### src/rtl/c2p_pkg.sv
// Package for the complex to polar converter: default widths, CORDIC angle
// table, register indexes and mode codes. No dependencies.
`timescale 1ns / 1ps

package c2p_pkg;

    // Default field widths.
    localparam int DATA_WIDTH_DEF  = 32;
    localparam int PHASE_WIDTH_DEF = 16;

    // Register indexes on the configuration port.
    localparam logic REG_MODE    = 1'b0;
    localparam logic REG_MISSING = 1'b1;

    // Mode codes.
    localparam logic MODE_RECT  = 1'b0;
    localparam logic MODE_POLAR = 1'b1;

    // Phase datapath geometry. The larger part is normalized so that its top
    // bit lands at bit NORM_W-1; x and y then grow by less than 2^2.
    localparam int NORM_W       = 60;
    localparam int NORM_STAGES  = 6;
    localparam int XW           = 63;
    localparam int CORDIC_STEPS = 32;
    localparam int ANG_FRAC     = 32;
    localparam int ZW           = 36;

    // Register stages of the phase unit: abs, normalize, pre-rotate, CORDIC, round.
    localparam int PH_LAT = 1 + NORM_STAGES + 1 + CORDIC_STEPS + 1;

    // pi in radians scaled by 2^32, rounded.
    localparam logic signed [ZW-1:0] PI_Q32 = 36'sh3243F6A89;

    // atan(2^-i) scaled by 2^32, rounded.
    localparam logic signed [ZW-1:0] ATAN_TAB [CORDIC_STEPS] = '{
        36'sd3373259426, 36'sd1991351318, 36'sd1052175346, 36'sd534100635,
        36'sd268086748,  36'sd134174063,  36'sd67103403,   36'sd33553749,
        36'sd16777131,   36'sd8388597,    36'sd4194303,    36'sd2097152,
        36'sd1048576,    36'sd524288,     36'sd262144,     36'sd131072,
        36'sd65536,      36'sd32768,      36'sd16384,      36'sd8192,
        36'sd4096,       36'sd2048,       36'sd1024,       36'sd512,
        36'sd256,        36'sd128,        36'sd64,         36'sd32,
        36'sd16,         36'sd8,          36'sd4,          36'sd2
    };

endpackage

### src/rtl/c2p_regs.sv
// Configuration registers of the complex to polar converter behind an
// APB-style port. Depends on c2p_pkg.
`timescale 1ns / 1ps

module c2p_regs #(
    parameter int DATA_WIDTH = c2p_pkg::DATA_WIDTH_DEF,
    parameter int APB_DW     = 32,
    parameter int PAW        = 3
) (
    input  logic                  i_clk,
    input  logic                  i_rst_n,
    input  logic                  i_psel,
    input  logic                  i_penable,
    input  logic                  i_pwrite,
    input  logic [PAW-1:0]        i_paddr,
    input  logic [APB_DW-1:0]     i_pwdata,
    output logic [APB_DW-1:0]     o_prdata,
    output logic                  o_mode,
    output logic [DATA_WIDTH-1:0] o_missing_code
);

    logic                  r_mode;
    logic [DATA_WIDTH-1:0] r_missing;
    logic                  w_idx;
    logic                  w_wr;

    // Only the top address bit selects a register; the rest is byte offset.
    assign w_idx = i_paddr[PAW-1];
    assign w_wr  = i_psel && i_penable && i_pwrite;

    always_ff @(posedge i_clk) begin
        if (!i_rst_n) begin
            r_mode    <= c2p_pkg::MODE_RECT;
            r_missing <= {1'b1, {(DATA_WIDTH-1){1'b0}}};
        end else if (w_wr) begin
            unique case (w_idx)
                c2p_pkg::REG_MODE:    r_mode    <= i_pwdata[0];
                c2p_pkg::REG_MISSING: r_missing <= i_pwdata[DATA_WIDTH-1:0];
                default: ;
            endcase
        end
    end

    always_comb begin
        unique case (w_idx)
            c2p_pkg::REG_MODE:    o_prdata = APB_DW'(r_mode);
            c2p_pkg::REG_MISSING: o_prdata = APB_DW'(r_missing);
            default:              o_prdata = '0;
        endcase
    end

    assign o_mode         = r_mode;
    assign o_missing_code = r_missing;

endmodule

### config.mk
export PLATFORM = sky130hd
export DESIGN_NAME = c2p_regs
export DESIGN_NICKNAME = d
export VERILOG_FILES = /design/src/rtl/c2p_pkg.sv /design/src/rtl/c2p_regs.sv
export SDC_FILE = /design/constraint.sdc
export NUM_CORES = 1
export LEC_CHECK = 0
export ABC_AREA = 0
export BUFFER_PORTS_ARGS = -buffer_cell sky130_fd_sc_hd__buf_2
export CORE_ASPECT_RATIO = 2
export CORE_UTILIZATION = 41
export DETAILED_ROUTE_END_ITERATION = 10
export PLACE_DENSITY = 0.89
export SLEW_MARGIN = 10
export SYNTH_ARGS = -nofsm -noshare
export SYNTH_HDL_FRONTEND = slang
export SYNTH_SLANG_ARGS = --single-unit
### constraint.sdc
create_clock -name i_clk -period 1 [get_ports i_clk]
set_input_delay 0.15 -clock i_clk [delete_from_list [all_inputs] [get_ports i_clk]]
set_output_delay 0.15 -clock i_clk [all_outputs]
set_load 0.05 [all_outputs]
Word level (Yosys, flattened, before mapping)
Index checks and enable logic that the tools add are counted.
{"block": "classes", "mux": 1, "n_bitwise": 1, "n_reduce_logical": 4}
{"operator": "$pmux 32 s2", "n": 1}
{"operator": "$reduce_and 2->1", "n": 2}
{"operator": "$logic_and 1x1->1", "n": 2}
{"operator": "$not 1->1", "n": 1}
{"block": "totals", "reg_bits": 33, "output_inout_bits": 65}

Logic depth before layout (Yosys ltp)
{"block": "depth", "ltp_word": 3, "ltp_mapped": 4, "depth_no_buf": 2}

Worst setup path before layout
OpenSTA, ideal clock, no wires.
{"block": "synth_timing", "kind": "reg2out", "start": "reg r_missing[31] (netlist: o_missing_code[31])", "end": "out o_prdata[31]", "stages_incl_launch_ff": 2, "n_path_buf": 0, "arrival_ps": 1128, "required_ps": 850, "path_slack_ps": -278, "path_cell_list": "dfxtp_1 -> and2_1"}
{"block": "synth_via", "elab_chain_len": 1}
{"item": "from (decl)", "line_no": "c2p_regs.sv:23", "rtl": "logic [DATA_WIDTH-1:0] r_missing;"}
{"item": "from (signal assigned)", "line_no": "c2p_regs.sv:34", "rtl": "r_missing <= {1'b1, {(DATA_WIDTH-1){1'b0}}};"}
{"item": "from (signal assigned)", "line_no": "c2p_regs.sv:38", "rtl": "c2p_pkg::REG_MISSING: r_missing <= i_pwdata[DATA_WIDTH-1:0];"}
{"item": "$pmux 32 s2", "line_no": "c2p_regs.sv:45", "rtl": "unique case (w_idx)"}
{"item": "to (decl)", "line_no": "c2p_regs.sv:17", "rtl": "output logic [APB_DW-1:0] o_prdata,"}
Every way passes these cells.

Final worst setup path
{"block": "layout_timing", "start": "reg r_mode (netlist: o_mode)", "end": "out o_prdata[0]"}
{"block": "layout_via", "elab_chain_len": 1}
{"item": "from (decl)", "line_no": "c2p_regs.sv:22", "rtl": "logic r_mode;"}
{"item": "from (signal assigned)", "line_no": "c2p_regs.sv:33", "rtl": "r_mode <= c2p_pkg::MODE_RECT;"}
{"item": "from (signal assigned)", "line_no": "c2p_regs.sv:37", "rtl": "c2p_pkg::REG_MODE: r_mode <= i_pwdata[0];"}
{"item": "$pmux 32 s2", "line_no": "c2p_regs.sv:45"}
Every way passes these cells.

==> results.py <==
metrics = {
    "layout": {
        "nNetsFinal": 331,
        "multi_input_area_um2": 885,
        "ff_latch_area_um2": 704,
        "drive_above_1_share_pct": 65.6,
        "layout_common_cells": "63 x nand2_1, 37 x buf_2, 34 x buf_4",
        "final_cells": 340,
        "synthToLayoutAreaGrowth_pct": 82.8,
        "post-route-util_pct": 79.0,
        "n_fill_cell": 248,
        "antenna_cells": 0,
        "mostFrequentLayoutCell": "nand2_1",
    },
    "clock_tree": {
        "h-tree-depth": 2,
        "postCtsHoldBufs": 0,
        "clk_pin_slew_ps": 60,
        "clk_latency_ps": 270,
        "cts_tree": "yes",
        "root_buffer": "clkbuf_8",
        "cts-buffers-inserted": 5,
        "clock_sinks": 33,
        "cts.path.max_buffers": 2,
    },
    "sta": {
        "fin_crit_ps": 1170,
        "setup_violations": 33,
        "setup_slack_ps": -171,
        "timing.hold.ws_ps": 108,
        "final.setup_skew_ps": 0,
        "fin_tns_setup_ps": -1780,
        "tightest_slew_ps": 168,
        "rsz0062_at_grt": "yes",
        "slew_violations": 0,
        "slew_headroom_pct": 88.5,
        "hold_violations": 0,
        "max_clock_freq_mhz": 854,
        "finalCritPeriodShare_pct": 117,
    },
    "logic_synthesis": {
        "synth_xor_area_share_pct": 0,
        "synth_adder_area_share_pct": 0,
        "yosys-top-cells-area": "dfxtp_1 42%, mux2i_1 21%, nand2_1 15%, and2_1 12%, buf_12 3.8%",
        "yosys_warnings": 0,
        "synth-simple-area-share_pct": 29.3,
        "synth_compound_area_share_pct": 0,
        "synth_cell_types": 13,
        "synth_area_leader_cell": "dfxtp_1",
        "synthMuxAreaShare_pct": 21.7,
        "synth_fp_nets": 219,
        "syn_area_per_cell_um2": 8.81,
        "synth_seq_cells": 33,
        "ys_seq_area_share_pct": 41.9,
        "synth_top_family_by_area": "simple AND/OR/NAND/NOR gates",
        "syn_inst": 179,
        "synth.top_cell.area_share_pct": 41.9,
        "syn_area_um2": 1580,
    },
    "power_and_ir_drop": {
        "ir_worst_vdd_mv": 1.39,
        "pwr-share-comb_pct": 19.9,
        "p_int_w": 0.00214,
        "pwr-share-seq_pct": 46.7,
        "swShare_pct": 27.2,
        "power_leakage_nw": 1.33,
        "p_clk_share_pct": 33.4,
        "p_sw_w": 0.000801,
        "powerDensity_nw_per_um2": 1020,
    },
    "die": {
        "start_util_pct": 43.2,
        "dieArea_um2": 4110,
        "io_pins": 105,
        "die_y_um": 89.7,
        "core-area_um2": 3650,
        "rows": 31,
        "chipWidth_um": 45.8,
    },
    "critical_path": {
        "endpoint_kind": "output port",
        "setup.worst_path.start_class": "register",
        "path_buf_inv": 1,
        "critPathSlowestCell": "dfxtp_2",
        "critical_path.max_fanout": 2,
        "path_cells": "mux2_4 -> buf_8",
        "critPathMaxStageDelay_ps": 320,
        "r2r-start": "o_missing_code[22]",
        "critical_path.startpoint": "o_mode",
        "cp.required_ps": 850,
        "crit_family": "flip-flops",
        "arrival_ps": 1020,
        "critPathKind": "register to output port",
    },
    "detailed_routing": {
        "drt_iter0_markers": 24,
        "wl_um": 5140,
        "viasPerCell": 4.85,
        "drtPass1Iterations": 4,
        "via_count": 1649,
        "ant_nets": 0,
        "wl_per_cell_um": 15.1,
        "route.detailed.drc": 0,
    },
    "placement": {
        "pre_cts_slack_ps": -129,
        "io_buffers": 102,
        "dp_cells": 322,
        "gp_routability_congestion": 0.807,
        "post-dp-hpwl_um": 2950,
    },
    "min_path": {
        "hold_path_startpoint": "i_pwdata[5]",
        "holdCritPathClass": "primary input to register",
    },
    "run_status": {
        "status": "complete, but fails checks",
        "violations": "setup timing",
    },
    "grt": {
        "grt-ovfl-total": 0,
        "antenna_found_initial": 0,
        "grtUsageTotal_pct": 24.5,
        "grt_max_degree": 40,
        "first_global_vias": 1606,
        "grt_pass1_wl_um": 7120,
    },
    "job": {
        "cap_violations": 0,
    },
}
==> tightest hold or removal path, delay by kind of cell <==
family	cells	cell delay, ps
muxes	1	50
buffers and inverters	1	90
and+or+nand+nor	1	40
==> metal layers <==
layer / routed length [um] / vias up / global-route usage (%)
li1: - / 789 / -
met1: 1750 / 782 / 22.8
met2: 3000 / 66 / 45.6
met3: 225 / 12 / 5.60
met4: 153 / 0 / 13.9
met5: 0 / - / 0
==> state kept, by name, indices dropped and copies added, names as in the netlist <==
| register | flops |
|---|---|
| o_mode | 1 |
| o_missing_code | 32 |
==> worst paths after layout <==
check / slack (ps) / cells past startpoint / endpoint
worst max-delay path: -170 / 2 / o_prdata[0]
worst min-delay path: 110 / 3 / o_missing_code[5]
worst max register to register: 260 / 3 / o_missing_code[22]
worst min register to register: 470 / 2 / o_missing_code[15]
==> power groups by stage <==
stage / clock network (W) / registers [W] / logic [W]
6_report: 0.000984 / 0.00137 / 0.000586
5_1_grt: 0.00109 / 0.00137 / 0.000620
4_1_cts: 0.00102 / 0.00137 / 0.000565
3_5_place_dp: 0 / 0.00140 / 0.000483
3_3_place_gp: 0 / 0.00140 / 0.000471
2_1_floorplan: 0 / 0.00150 / 0.000220
==> Yosys cell counts <==
cell type and n:
and4_1 1, buf_12 3, and2_1 30, mux2_2 1, nand2_1 63, and2_2 1, nor2b_1 2, clkbuf_1 7
buf_6 1, nand4b_1 1, buf_2 3, mux2i_1 33, dfxtp_1 33
==> per-stage QoR <==
stage | total power (W) | cell area, um^2
2_1_floorplan | 0.00172 | 1660
3_3_place_gp | 0.00187 | 2230
3_5_place_dp | 0.00188 | 2230
4_1_cts | 0.00296 | 2790
5_1_grt | 0.00309 | 2880
6_report | 0.00294 | 2880
==> final cells by class <==
| type | instances | area share (%) |
|---|---|---|
| clock buffer | 7 | 3.00 |
| multi-input combinational | 132 | 30.7 |
| sequential | 33 | 24.4 |
| tap | 49 | 2.13 |
| timing repair buffer | 119 | 39.7 |
==> cell families (layout without fill, tap and decap cells) <==
logic type / count (synthesis) / after routing
AND/OR/NAND/NOR: 98 / 98
multiplexers: 34 / 34
buffers and inverters: 14 / 126
flip-flops: 33 / 33
==> timing repair <==
item | 4_1_cts | 5_1_grt
gates resized for setup | 161 | 11
buffers inserted | 4 | 7
setup endpoints to repair | 65 | 43
gates cloned | 0 | 0
(Power assumes the default switching activity.)
